### src/cmdseg_pkg.sv
// Package for the CAN command segmenter: frame record, header phase type and
// size constants. Used by every module of the block; depends on nothing.
package cmdseg_pkg;

    localparam int PAYLOAD_PER_FRAME_DEF = 7;  // default payload bytes per frame
    localparam int PAYLOAD_MAX           = 7;  // payload slots in one CAN frame
    localparam int FRAME_BYTES           = 8;
    localparam int FILL_W                = 3;
    localparam int SEQ_W                 = 8;
    localparam int ID_W                  = 16;
    localparam int LEN_W                 = 4;

    typedef enum logic [1:0] {
        PH_ID      = 2'd0,
        PH_FUNC    = 2'd1,
        PH_PAYLOAD = 2'd2
    } t_phase;

    typedef struct packed {
        logic [ID_W-1:0]                extended_id;
        logic [LEN_W-1:0]               frame_length;
        logic [FRAME_BYTES-1:0][7:0]    data;
        logic                           final_frame;
    } t_frame;

endpackage

### src/cmdseg_gather.sv
// Header tracking, payload gathering and frame assembly for one byte transfer.
// Depends on cmdseg_pkg.
module cmdseg_gather #(
    parameter int PAYLOAD_PER_FRAME = cmdseg_pkg::PAYLOAD_PER_FRAME_DEF
) (
    input  logic                i_clk,
    input  logic                i_rst_n,
    input  logic                i_accept,
    input  logic [7:0]          i_byte,
    input  logic                i_last,
    output logic                o_emit,
    output cmdseg_pkg::t_frame  o_frame
);

    localparam int IDX_W = (PAYLOAD_PER_FRAME > 1) ? $clog2(PAYLOAD_PER_FRAME) : 1;

    cmdseg_pkg::t_phase                   r_phase, n_phase;
    logic [7:0]                           r_dev;
    logic [7:0]                           r_func;
    logic [cmdseg_pkg::FILL_W-1:0]        r_fill, n_fill;
    logic [cmdseg_pkg::SEQ_W-1:0]         r_seq, n_seq;
    logic [7:0]                           r_buf [PAYLOAD_PER_FRAME];
    logic [cmdseg_pkg::FILL_W-1:0]        fill_new;
    logic                                 emit;

    // Next phase
    always_comb begin
        case (r_phase)
            cmdseg_pkg::PH_ID:      n_phase = cmdseg_pkg::PH_FUNC;
            cmdseg_pkg::PH_FUNC:    n_phase = cmdseg_pkg::PH_PAYLOAD;
            cmdseg_pkg::PH_PAYLOAD: n_phase = cmdseg_pkg::PH_PAYLOAD;
            default:                n_phase = cmdseg_pkg::PH_PAYLOAD;
        endcase
        if (i_last) begin
            n_phase = cmdseg_pkg::PH_ID;
        end
    end

    // Phase outputs: frame decision and counters
    always_comb begin
        fill_new = r_fill + cmdseg_pkg::FILL_W'(1);
        emit     = 1'b0;
        n_fill   = r_fill;
        n_seq    = r_seq;
        case (r_phase)
            cmdseg_pkg::PH_PAYLOAD: begin
                emit   = (fill_new >= cmdseg_pkg::FILL_W'(PAYLOAD_PER_FRAME)) || i_last;
                n_fill = emit ? '0 : fill_new;
                n_seq  = emit ? r_seq + cmdseg_pkg::SEQ_W'(1) : r_seq;
            end
            default: begin
                emit = 1'b0;
            end
        endcase
        if (i_last) begin
            n_fill = '0;
            n_seq  = '0;
        end
    end

    always_ff @(posedge i_clk) begin
        if (!i_rst_n) begin
            r_phase <= cmdseg_pkg::PH_ID;
            r_dev   <= '0;
            r_func  <= '0;
            r_fill  <= '0;
            r_seq   <= '0;
        end else if (i_accept) begin
            r_phase <= n_phase;
            r_fill  <= n_fill;
            r_seq   <= n_seq;
            if (r_phase == cmdseg_pkg::PH_ID) begin
                r_dev <= i_byte;
            end
            if (r_phase == cmdseg_pkg::PH_FUNC) begin
                r_func <= i_byte;
            end
        end
    end

    // Payload slots hold no reset: only slots below the fill count go out
    always_ff @(posedge i_clk) begin
        if (i_accept && r_phase == cmdseg_pkg::PH_PAYLOAD) begin
            r_buf[r_fill[IDX_W-1:0]] <= i_byte;
        end
    end

    assign o_emit                 = i_accept && emit;
    assign o_frame.extended_id    = {r_dev, r_seq};
    assign o_frame.frame_length   = cmdseg_pkg::LEN_W'(fill_new) + cmdseg_pkg::LEN_W'(1);
    assign o_frame.final_frame    = i_last;
    assign o_frame.data[0]        = r_func;

    // Frame byte k carries payload slot k-1; the byte arriving now is folded in
    for (genvar k = 1; k < cmdseg_pkg::FRAME_BYTES; k++) begin : g_byte
        if (k - 1 < PAYLOAD_PER_FRAME) begin : g_slot
            assign o_frame.data[k] =
                (cmdseg_pkg::FILL_W'(k - 1) == r_fill) ? i_byte :
                (cmdseg_pkg::FILL_W'(k - 1) <  r_fill) ? r_buf[k - 1] : 8'h00;
        end else begin : g_pad
            assign o_frame.data[k] = 8'h00;
        end
    end

endmodule

### src/cmdseg_outbuf.sv
// Result register with a skid stage for the frame channel.
// Depends on cmdseg_pkg.
module cmdseg_outbuf (
    input  logic                i_clk,
    input  logic                i_rst_n,
    input  logic                i_push,
    input  cmdseg_pkg::t_frame  i_frame,
    output logic                o_space,
    output logic                o_valid,
    input  logic                i_ready,
    output cmdseg_pkg::t_frame  o_frame
);

    logic               r_out_valid, n_out_valid;
    logic               r_skid_valid, n_skid_valid;
    cmdseg_pkg::t_frame r_out, n_out;
    cmdseg_pkg::t_frame r_skid, n_skid;
    logic               drain;

    always_comb begin
        drain        = r_out_valid && i_ready;
        n_out_valid  = r_out_valid;
        n_skid_valid = r_skid_valid;
        n_out        = r_out;
        n_skid       = r_skid;
        if (drain) begin
            n_out_valid  = r_skid_valid;
            n_out        = r_skid;
            n_skid_valid = 1'b0;
        end
        if (i_push) begin
            if (!n_out_valid) begin
                n_out_valid = 1'b1;
                n_out       = i_frame;
            end else begin
                n_skid_valid = 1'b1;
                n_skid       = i_frame;
            end
        end
    end

    always_ff @(posedge i_clk) begin
        if (!i_rst_n) begin
            r_out_valid  <= 1'b0;
            r_skid_valid <= 1'b0;
        end else begin
            r_out_valid  <= n_out_valid;
            r_skid_valid <= n_skid_valid;
        end
    end

    always_ff @(posedge i_clk) begin
        r_out  <= n_out;
        r_skid <= n_skid;
    end

    assign o_space = !r_skid_valid;
    assign o_valid = r_out_valid;
    assign o_frame = r_out;

endmodule

### src/can_command_segmenter_unit.sv
// Top level of the CAN command segmenter: byte channel in, frame channel out.
// Depends on cmdseg_pkg, cmdseg_gather and cmdseg_outbuf.
//
//  channel  | direction | handshake          | payload
//  ---------+-----------+--------------------+-------------------------------------
//  byte     | in        | i_valid / o_ready  | i_data_byte, i_end_of_command
//  frame    | out       | o_valid / i_ready  | o_extended_id, o_frame_length,
//           |           |                    | o_byte0..o_byte7, o_final_frame
//
// One byte transfer per cycle while the skid stage is free; a finished frame is
// registered in the result register, or in the skid stage while that holds a frame.
// Reset (synchronous, active low) returns the header phase to the device id
// and empties the output stages.
// A stalled frame sits in the result register while a skid stage takes one
// more; byte transfers stop only while both hold a frame.
module can_command_segmenter_unit #(
    parameter int PAYLOAD_PER_FRAME = cmdseg_pkg::PAYLOAD_PER_FRAME_DEF
) (
    input  logic        i_clk,
    input  logic        i_rst_n,
    input  logic        i_valid,
    output logic        o_ready,
    input  logic [7:0]  i_data_byte,
    input  logic        i_end_of_command,
    output logic        o_valid,
    input  logic        i_ready,
    output logic [15:0] o_extended_id,
    output logic [3:0]  o_frame_length,
    output logic [7:0]  o_byte0,
    output logic [7:0]  o_byte1,
    output logic [7:0]  o_byte2,
    output logic [7:0]  o_byte3,
    output logic [7:0]  o_byte4,
    output logic [7:0]  o_byte5,
    output logic [7:0]  o_byte6,
    output logic [7:0]  o_byte7,
    output logic        o_final_frame
);

    logic               accept;
    logic               emit;
    logic               space;
    cmdseg_pkg::t_frame frame_new;
    cmdseg_pkg::t_frame frame_out;

    // A byte transfer happens whenever a byte is offered and the skid stage is free
    assign o_ready = space;
    assign accept  = i_valid && space;

    // Track header, gather payload, assemble the frame for this byte
    cmdseg_gather #(
        .PAYLOAD_PER_FRAME (PAYLOAD_PER_FRAME)
    ) u_gather (
        .i_clk    (i_clk),
        .i_rst_n  (i_rst_n),
        .i_accept (accept),
        .i_byte   (i_data_byte),
        .i_last   (i_end_of_command),
        .o_emit   (emit),
        .o_frame  (frame_new)
    );

    // Hold finished frames until the frame transfer completes
    cmdseg_outbuf u_outbuf (
        .i_clk   (i_clk),
        .i_rst_n (i_rst_n),
        .i_push  (emit),
        .i_frame (frame_new),
        .o_space (space),
        .o_valid (o_valid),
        .i_ready (i_ready),
        .o_frame (frame_out)
    );

    assign o_extended_id  = frame_out.extended_id;
    assign o_frame_length = frame_out.frame_length;
    assign o_byte0        = frame_out.data[0];
    assign o_byte1        = frame_out.data[1];
    assign o_byte2        = frame_out.data[2];
    assign o_byte3        = frame_out.data[3];
    assign o_byte4        = frame_out.data[4];
    assign o_byte5        = frame_out.data[5];
    assign o_byte6        = frame_out.data[6];
    assign o_byte7        = frame_out.data[7];
    assign o_final_frame  = frame_out.final_frame;

endmodule

### config.mk
export PLATFORM = sky130hd
export DESIGN_NAME = can_command_segmenter_unit
export DESIGN_NICKNAME = d
export VERILOG_FILES = /design/src/cmdseg_pkg.sv /design/src/cmdseg_gather.sv /design/src/cmdseg_outbuf.sv /design/src/can_command_segmenter_unit.sv
export SDC_FILE = /design/constraint.sdc
export NUM_CORES = 1
export LEC_CHECK = 0
export ABC_AREA = 1
export CAP_MARGIN = 25
export CELL_PAD_IN_SITES_DETAIL_PLACEMENT = 1
export CELL_PAD_IN_SITES_GLOBAL_PLACEMENT = 2
export CORE_UTILIZATION = 36
export DETAILED_ROUTE_END_ITERATION = 8
export DONT_BUFFER_PORTS = 1
export GPL_TIMING_DRIVEN = 0
export PLACE_DENSITY_LB_ADDON = 0.1
export SYNTH_ARGS = -nofsm -noshare
export SYNTH_HDL_FRONTEND = slang
export SYNTH_HIERARCHICAL = 1
export SYNTH_SLANG_ARGS = --single-unit
### constraint.sdc
create_clock -name i_clk -period 3.7 [get_ports i_clk]
set_clock_uncertainty 0.05 [all_clocks]
set_input_delay 0.74 -clock i_clk [delete_from_list [all_inputs] [get_ports i_clk]]
set_output_delay 0.74 -clock i_clk [all_outputs]
set_load 0.02 [all_outputs]
==> results of run 1 <==
## worst max-delay path, delay by kind of cell (launching register included)
kind                       cells  cell delay, ns
adders and majority gates      1            0.35
buffers and inverters          7            1.25
DFF                            1            0.56
and+or+nand+nor                5            0.87
## power breakdown
part	switching, mW	total [mW]	internal [mW]
logic	0.279	0.411	0.132
clock network	1.18	2.94	1.77
registers	0.229	3.37	3.14
## layer usage
layer	global-route usage	part of all wire	vias to the layer above
met2	0.3447	0.46	164
met3	0.04057	0.057	33
met1	0.3024	0.47	3917
met4	0.04351	0.015	0
li1	-	-	3941
met5	0	0	-
## kinds of logic (layout without fill, tap and decap cells)
group,Yosys count,after routing
and+or+nand+nor,672,672
adders and majority gates,5,5
buffers and inverters,110,169
AOI/OAI and AO/OA,104,104
xor gates and xnor gates,1,1
DFF,257,257
## metrics by stage
step           hold slack (ns)    util  setup TNS (ns)  setup slack [ns]  area, µm²
3_5_place_dp            0.3960  0.3853         -0.4244          -0.01870      11120
2_1_floorplan           0.3756       -               0            0.2392      10600
6_report                0.2378  0.4198               0            0.2730      12120
5_1_grt                 0.2116  0.4198               0           0.07272      12120
4_1_cts                 0.2177  0.4191               0           0.09594      12090
3_3_place_gp            0.3910  0.3839          -96.46            -1.143      11080
## sequential cells by signal, summed over array words and instances, names as in the netlist, 2 cells and up
register,cells
u_gather/r_phase,2
u_gather/r_fill,3
u_gather/r_seq,8
u_outbuf/r_skid,85
u_gather/r_dev,8
u_gather/r_func,8
u_outbuf/o_frame,85
u_gather/r_buf,56
## cells in the final DEF (no fill, tap or decap), types with 4 or more instances in the layout
cell and instances:
sky130_fd_sc_hd__bufinv_16 4, sky130_fd_sc_hd__nand3_1 211, sky130_fd_sc_hd__ha_1 5, sky130_fd_sc_hd__buf_6 12
sky130_fd_sc_hd__clkinv_2 5, sky130_fd_sc_hd__o21ai_1 16, sky130_fd_sc_hd__buf_4 10, sky130_fd_sc_hd__clkbuf_16 30
sky130_fd_sc_hd__nand2_2 6, sky130_fd_sc_hd__edfxtp_1 141, sky130_fd_sc_hd__o22ai_1 16, sky130_fd_sc_hd__inv_1 31
sky130_fd_sc_hd__o21ai_0 47, sky130_fd_sc_hd__buf_2 30, sky130_fd_sc_hd__clkbuf_1 23, sky130_fd_sc_hd__a21oi_1 23
sky130_fd_sc_hd__nand2_1 421, sky130_fd_sc_hd__clkinv_1 10, sky130_fd_sc_hd__nor2_1 25, sky130_fd_sc_hd__inv_2 4
sky130_fd_sc_hd__dfxtp_1 116
## area by class of cell
| cell class | instances | area share |
|---|---|---|
| well taps | 384 | 0.03966 |
| plain buffers | 71 | 0.03522 |
| multi-input cells | 782 | 0.2859 |
| clock buffers | 34 | 0.06403 |
| clock inverters | 19 | 0.01590 |
| inverters | 39 | 0.01260 |
| repair inverters | 1 | 0.0006196 |
| repair buffers | 5 | 0.004957 |
| flip-flops and latches | 257 | 0.5412 |
## path summary, 6_finish.rpt
| check | start | to |
|---|---|---|
| worst max register to register | u_gather/r_fill[0]$_SDFFE_PN0P_ | u_outbuf/r_skid[37]$_DFFE_PP_ |
| worst max-delay path | u_gather/r_fill[0]$_SDFFE_PN0P_ | u_outbuf/r_skid[37]$_DFFE_PP_ |
| worst min-delay path | i_data_byte[1] | u_gather/r_buf[1][1]$_DFFE_PP_ |
| worst min register to register | u_gather/r_func[2]$_SDFFE_PN0P_ | u_outbuf/r_skid[3]$_DFFE_PP_ |
## repair_timing
| action | 4_1_cts | 5_1_grt |
|---|---|---|
| endpoints found under the setup margin | 39 | 75 |
| resized for setup | 0 | 1 |
| cloned | 1 | 0 |
| setup buffers | 0 | 1 |
| pin swaps | 0 | 0 |
| endpoints found under the hold margin | 0 | 0 |
==> summary.txt, run 1 <==
Detailed routing
  – Routed wire length per instance: 20.02 µm
  – DRT Pass-1 Iters: 5
  – Drt total wl: roughly 32,000 µm
  – Routed Antenna Nets: 0
  – Detailed Route Iter0 Violations: 533
  – Via density per instance: 5.060
  – Via count of the routed design: 8,055
  – Post-route DRC: 0

Synth
  – Count of synthesis-stage warnings from yosys: 6
  – Mean instance size in the synthesized netlist: 9.221 µm²
  – EDFF count, synth: 141
  – Post-synthesis sequential area ratio: 0.6188
  – Synth Net Count: roughly 1.2k
  – Cell area after synthesis: 0.01060 mm²
  – Post-synthesis cell type with the largest combined area: sky130_fd_sc_hd__edfxtp_1
  – Async S/R FF share, synth: 0
  – Post-synthesis share of cell area spent on full adders, half adders and majority gates: 0.005905
  – Count of unique library cells instantiated by Yosys: 31
  – Post-synthesis compound-gate area fraction: 0.05243
  – Leading cell types by total area after synthesis: sky130_fd_sc_hd__edfxtp_1 40%, sky130_fd_sc_hd__dfxtp_1 22%, sky130_fd_sc_hd__nand2_1 15%
  – Commonest cells post-synth: 421 x sky130_fd_sc_hd__nand2_1, 211 x sky130_fd_sc_hd__nand3_1, 141 x sky130_fd_sc_hd__edfxtp_1, 116 x sky130_fd_sc_hd__dfxtp_1, 47 x sky130_fd_sc_hd__o21ai_0
  – Number of synthesized register bits: 257
  – Post-Synth XOR/XNOR Area: 0.0008266
  – Most frequent cell after synthesis: sky130_fd_sc_hd__nand2_1
  – Multiplexer fraction of the synthesized cell area: 0
  – Area share of the largest cell type after synthesis: 0.3996
  – Dominant combinational cell family by area after synthesis: simple AND/OR/NAND/NOR gates
  – Simple-gate portion of the synthesized area: 0.2677
  – Most common flop cell mapped by yosys: sky130_fd_sc_hd__edfxtp_1
  – Post-synthesis cell count: between 1k and 1.5k

Power
  – Total leakage power: 4.988 nW
  – Power density normalized to cell area: 554.7 mW/mm²
  – Peak supply drop: 0.3331 mV
  – Overall power of the completed layout: 6.720 mW

Clocking
  – Clock tree from TritonCTS: done
  – Bufs on Longest Clock Path: 3
  – Clock sink count: 257
  – Skew-Pair Late Insertion Delay: between 0.5 and 0.6 ns
  – CTS hold repair buffers: 0
  – Max H-tree Level: 1
  – CTS buffer count: 29
  – Clock transition at path regs: ~0.06 ns
  – Clock tree root buffer cell: sky130_fd_sc_hd__clkbuf_16

Critical path
  – Worst endpoint data arrival time: 3.61 ns
  – Cell chain of the critical path: inv_2 -> ha_1 -> inv_1 -> nor2_1 -> nand3_1 -> nand2_2 -> nand2_1 -> inv_1 -> buf_4 -> buf_4 -> nand3_1 -> clkinvlp_4 -> buf_12
  – Register-to-register setup slack: roughly 0.27 ns
  – Max FO, Critical Path: 34
  – CP Launch Type: flip-flop
  – R2r worst-path depth: 13
  – Worst path max stage delay: 0.56 ns
  – Required time of the worst setup path: 3.89 ns
  – Slowest cell on the critical path: sky130_fd_sc_hd__dfxtp_1
  – Category of the critical setup timing path: flip-flop to flip-flop
  – Category of the worst setup path capture point: flip-flop

Floorplanning
  – Area inside the core boundary: 0.02886 mm²
  – Horiz. Die Dim: 173.6 µm
  – Floorplan die area: 0.03012 mm²
  – Boundary Pins: 100
  – Placement Rows: 62
  – Initial core utilization: 0.3672
  – Chip height: 173.6 µm

Global routing
  – Initial antenna violation count: 0
  – Via count of the first global-routing pass: between 8k and 9k
  – Overflow left after global routing: 0
  – Pin count of the biggest net entering global routing: 35
  – Global routing usage summed across all routing layers: 0.2148
  – Wire length of the first global-routing pass: between 40,000 and 50,000 µm

Hold path
  – Cell count of the worst hold path: 0
  – Hold crit path type: input port to flip-flop

Layout
  – Antenna diode instance count: 0
  – Multi-input combinational cell area: between 0.003 and 0.004 mm²
  – FF+latch area: roughly 0.0066 mm²
  – Fraction of final layout cells with drive strength greater than 1: 0.09685
  – Final nets: 1,204
  – Cell Count, Final, Fillers Out: 1,592
  – Layout overhead on the synthesized area: 14.35%
  – Fill cell total of the finished layout: ~3.3k

STA
  – Number of hold violations in the final report: 0
  – Slew Viols, Final: 0
  – Slew at the pin with the worst max-slew slack: ~0.73 ns
  – Total setup violations reported at the end of the flow: 0
  – Fmax: 291.8 MHz
  – Relative slew margins: 0.5107
  – Unrepaired setup endpoints after global routing: false
  – Ratio of final minimum period to clock period: 0.9262
  – Final worst path period need: 3.427 ns

Placed design
  – Post-detailed-placement half-perimeter wirelength: 20,990 µm
  – IO buf count: 0
  – Final estimated routing congestion in global placement: 0.7493
  – Placed Cells: 1,535

Run
  – MaxCap Viol Count: 0

Status
  – Status: finished clean
Note: power is estimated with default switching activity, not from simulation.
==> inputs of run 2 (changes only) <==
--- a/config.mk
+++ b/config.mk
@@ -10,6 +10,7 @@
 export CELL_PAD_IN_SITES_DETAIL_PLACEMENT = 1
 export CELL_PAD_IN_SITES_GLOBAL_PLACEMENT = 2
 export CORE_UTILIZATION = 36
+export CTS_BUF_LIST = sky130_fd_sc_hd__clkbuf_16
 export DETAILED_ROUTE_END_ITERATION = 8
 export DONT_BUFFER_PORTS = 1
 export GPL_TIMING_DRIVEN = 0
==> summary.txt, run 2 (synthesized netlist as in run 1, its figures left out) <==
Floorplanning
  – Area inside the core boundary: 0.02886 mm² (unchanged)
  – Boundary Pins: 100 (unchanged)
  – Horiz. Die Dim: 173.6 µm (unchanged)
  – Placement Rows: 62 (unchanged)
  – Initial core utilization: 0.3672 (unchanged)
  – Chip height: 173.6 µm (unchanged)
  – Floorplan die area: 0.03012 mm² (unchanged)

Global routing
  – Pin count of the biggest net entering global routing: 35 (unchanged)
  – Initial antenna violation count: 0 (unchanged)
  – Overflow left after global routing: 0 (unchanged)
  – Global routing usage summed across all routing layers: 0.2145 (was 0.2148)
  – Via count of the first global-routing pass: 8,245 (was 8,249)
  – Wire length of the first global-routing pass: 49,560 µm (was 49,580 µm)

STA
  – Ratio of final minimum period to clock period: 0.9283 (was 0.9262)
  – Worst path setup slack after routing: 0.2651 ns (was 0.2730 ns)
  – Setup TNS: 0 ns (unchanged)
  – Total setup violations reported at the end of the flow: 0 (unchanged)
  – Relative slew margins: 0.5027 (was 0.5107)
  – Final worst path period need: 3.435 ns (was 3.427 ns)
  – Number of hold violations in the final report: 0 (unchanged)
  – Fmax: 291.1 MHz (was 291.8 MHz)
  – Slew at the pin with the worst max-slew slack: 0.7432 ns (was 0.7313 ns)
  – Unrepaired setup endpoints after global routing: false (unchanged)
  – Slew Viols, Final: 0 (unchanged)

Layout
  – Antenna diode instance count: 0 (unchanged)
  – Final nets: 1,204 (unchanged)
  – Fin area: 0.01211 mm² (was 0.01212 mm²)
  – Most common cell after layout, fill and taps aside: sky130_fd_sc_hd__nand2_1 (unchanged)
  – Fraction of final layout cells with drive strength greater than 1: 0.09603 (was 0.09685)
  – Layout overhead on the synthesized area: 14.25% (was 14.35%)
  – Leading cell types in the layout, fill and taps excluded: 421 x sky130_fd_sc_hd__nand2_1, 211 x sky130_fd_sc_hd__nand3_1, 141 x sky130_fd_sc_hd__edfxtp_1 (unchanged)
  – Final standard cell utilization of the core: 0.4195 (was 0.4198)

Critical path
  – Slowest cell on the critical path: sky130_fd_sc_hd__dfxtp_1 (unchanged)
  – Category of the worst setup path capture point: flip-flop (unchanged)
  – Worst endpoint data arrival time: 3.62 ns (was 3.61 ns)
  – Max FO, Critical Path: 34 (unchanged)
  – CP Launch Type: flip-flop (unchanged)
  – Category of the critical setup timing path: flip-flop to flip-flop (unchanged)
  – Cell chain of the critical path: inv_2 -> ha_1 -> inv_1 -> nor2_1 -> nand3_1 -> nand2_2 -> nand2_1 -> inv_1 -> buf_4 -> buf_4 -> nand3_1 -> clkinvlp_4 -> buf_12 (unchanged)
  – Worst path max stage delay: 0.56 ns (about the same)
  – Required time of the worst setup path: 3.88 ns (was 3.89 ns)

Clocking
  – Skew-Pair Late Insertion Delay: 0.54 ns (about the same)
  – Clock transition at path regs: 0.06 ns (about the same)
  – CTS buffer count: 29 (unchanged)
  – Clock sink count: 257 (unchanged)
  – Clock tree root buffer cell: sky130_fd_sc_hd__clkbuf_16 (unchanged)
  – Clock tree from TritonCTS: done (unchanged)
  – CTS hold repair buffers: 0 (unchanged)
  – Bufs on Longest Clock Path: 3 (unchanged)
  – Max H-tree Level: 1 (unchanged)

Placed design
  – Worst Setup Slack post-DPL: -0.01870 ns (unchanged)
  – Final estimated routing congestion in global placement: 0.7493 (unchanged)
  – Post-detailed-placement half-perimeter wirelength: 20,990 µm (unchanged)
  – IO buf count: 0 (unchanged)
  – Placed Instance Area: 0.01112 mm² (unchanged)

Power
  – Peak supply drop: 0.3332 mV (was 0.3331 mV)
  – Power density normalized to cell area: 552.4 mW/mm² (was 554.7 mW/mm²)
  – Overall power of the completed layout: 6.687 mW (was 6.720 mW)
  – Total leakage power: 4.994 nW (was 4.988 nW)

Run
  – MaxCap Viol Count: 0 (unchanged)

Detailed routing
  – Routed wire length per instance: 19.98 µm (was 20.02 µm)
  – Via density per instance: 5.033 (was 5.060)
  – Drt total wl: 31,810 µm (was 31,870 µm)
  – DRT Pass-1 Iters: 5 (unchanged)
  – Via count of the routed design: 8,013 (was 8,055)
  – Detailed Route Iter0 Violations: 551 (was 533)
  – Post-route DRC: 0 (unchanged)
  – Routed Antenna Nets: 0 (unchanged)

Status
  – Status: finished clean (unchanged)

Hold path
  – Hold crit path type: input port to flip-flop (unchanged)
run 2: changes by cell type in the layout (fill, tap and decap cells not counted):
| cell | before | now |
|---|---|---|
| sky130_fd_sc_hd__clkinv_1 | 10 | 11 |
| sky130_fd_sc_hd__clkbuf_2 | 0 | 1 |
| sky130_fd_sc_hd__clkbuf_8 | 1 | 0 |
| sky130_fd_sc_hd__clkbuf_1 | 23 | 20 |
| sky130_fd_sc_hd__inv_1 | 31 | 34 |
| sky130_fd_sc_hd__buf_2 | 30 | 29 |
run 2: through the flow:
stage,hold slack (ns),instances
3_5_place_dp,0.3960,1535
6_report,0.2378,1592
4_1_cts,0.2233,1589
5_1_grt,0.2180,1592
2_1_floorplan,0.3756,1149
3_3_place_gp,0.3910,1533
run 2: cell type report:
class / count / area [µm²]
Fill cell: 3328 / 16750
Sequential cell: 257 / 6556
Multi-Input combinational cell: 782 / 3463
Clock buffer: 30 / 750.7
Tap cell: 384 / 480.5
Buffer: 71 / 426.7
Clock inverter: 23 / 207.7
Inverter: 39 / 152.6
Timing Repair Buffer: 5 / 60.06
Timing Repair inverter: 1 / 7.507
run 2: path summary, 6_finish.rpt:
check                                       start                             end  slack [ns]  cells after the start
setup reg to reg  u_gather/r_fill[0]$_SDFFE_PN0P_   u_outbuf/r_skid[37]$_DFFE_PP_        0.27                     13
hold / removal                     i_data_byte[1]  u_gather/r_buf[1][1]$_DFFE_PP_        0.24                      0
hold reg to reg   u_gather/r_func[2]$_SDFFE_PN0P_    u_outbuf/r_skid[3]$_DFFE_PP_        0.41                      0
setup / recovery  u_gather/r_fill[0]$_SDFFE_PN0P_   u_outbuf/r_skid[37]$_DFFE_PP_        0.27                     13
run 2: worst max-delay path, delay by kind of cell, from the launching register on:
kind | cells | cell delay [ns]
fa+ha+maj | 1 | 0.35
buf+inv | 7 | 1.24
flops | 1 | 0.56
simple gates | 5 | 0.87
run 2: metal layers:
metal | routed length [µm] | GRT usage | part of all wire | vias to the layer above
met1 | 14880 | 0.3023 | 0.47 | 3879
li1 | - | - | - | 3940
met5 | 0 | 0 | 0 | -
met2 | 14630 | 0.3445 | 0.46 | 160
met4 | 536 | 0.04388 | 0.017 | 0
met3 | 1761 | 0.03925 | 0.055 | 34
run 2: where the power goes:
group          internal [mW]  total [mW]  switching [mW]
Clock                   1.74        2.91            1.17
Combinational          0.132       0.411           0.279
Sequential              3.14        3.37           0.229
Total                   5.00        6.69            1.68
run 2: timing repair:
action                                  in CTS  in global routing
cloned                                       1                  0
resized for setup                            0                  1
endpoints found under the setup margin      39                 75
setup buffers                                0                  1
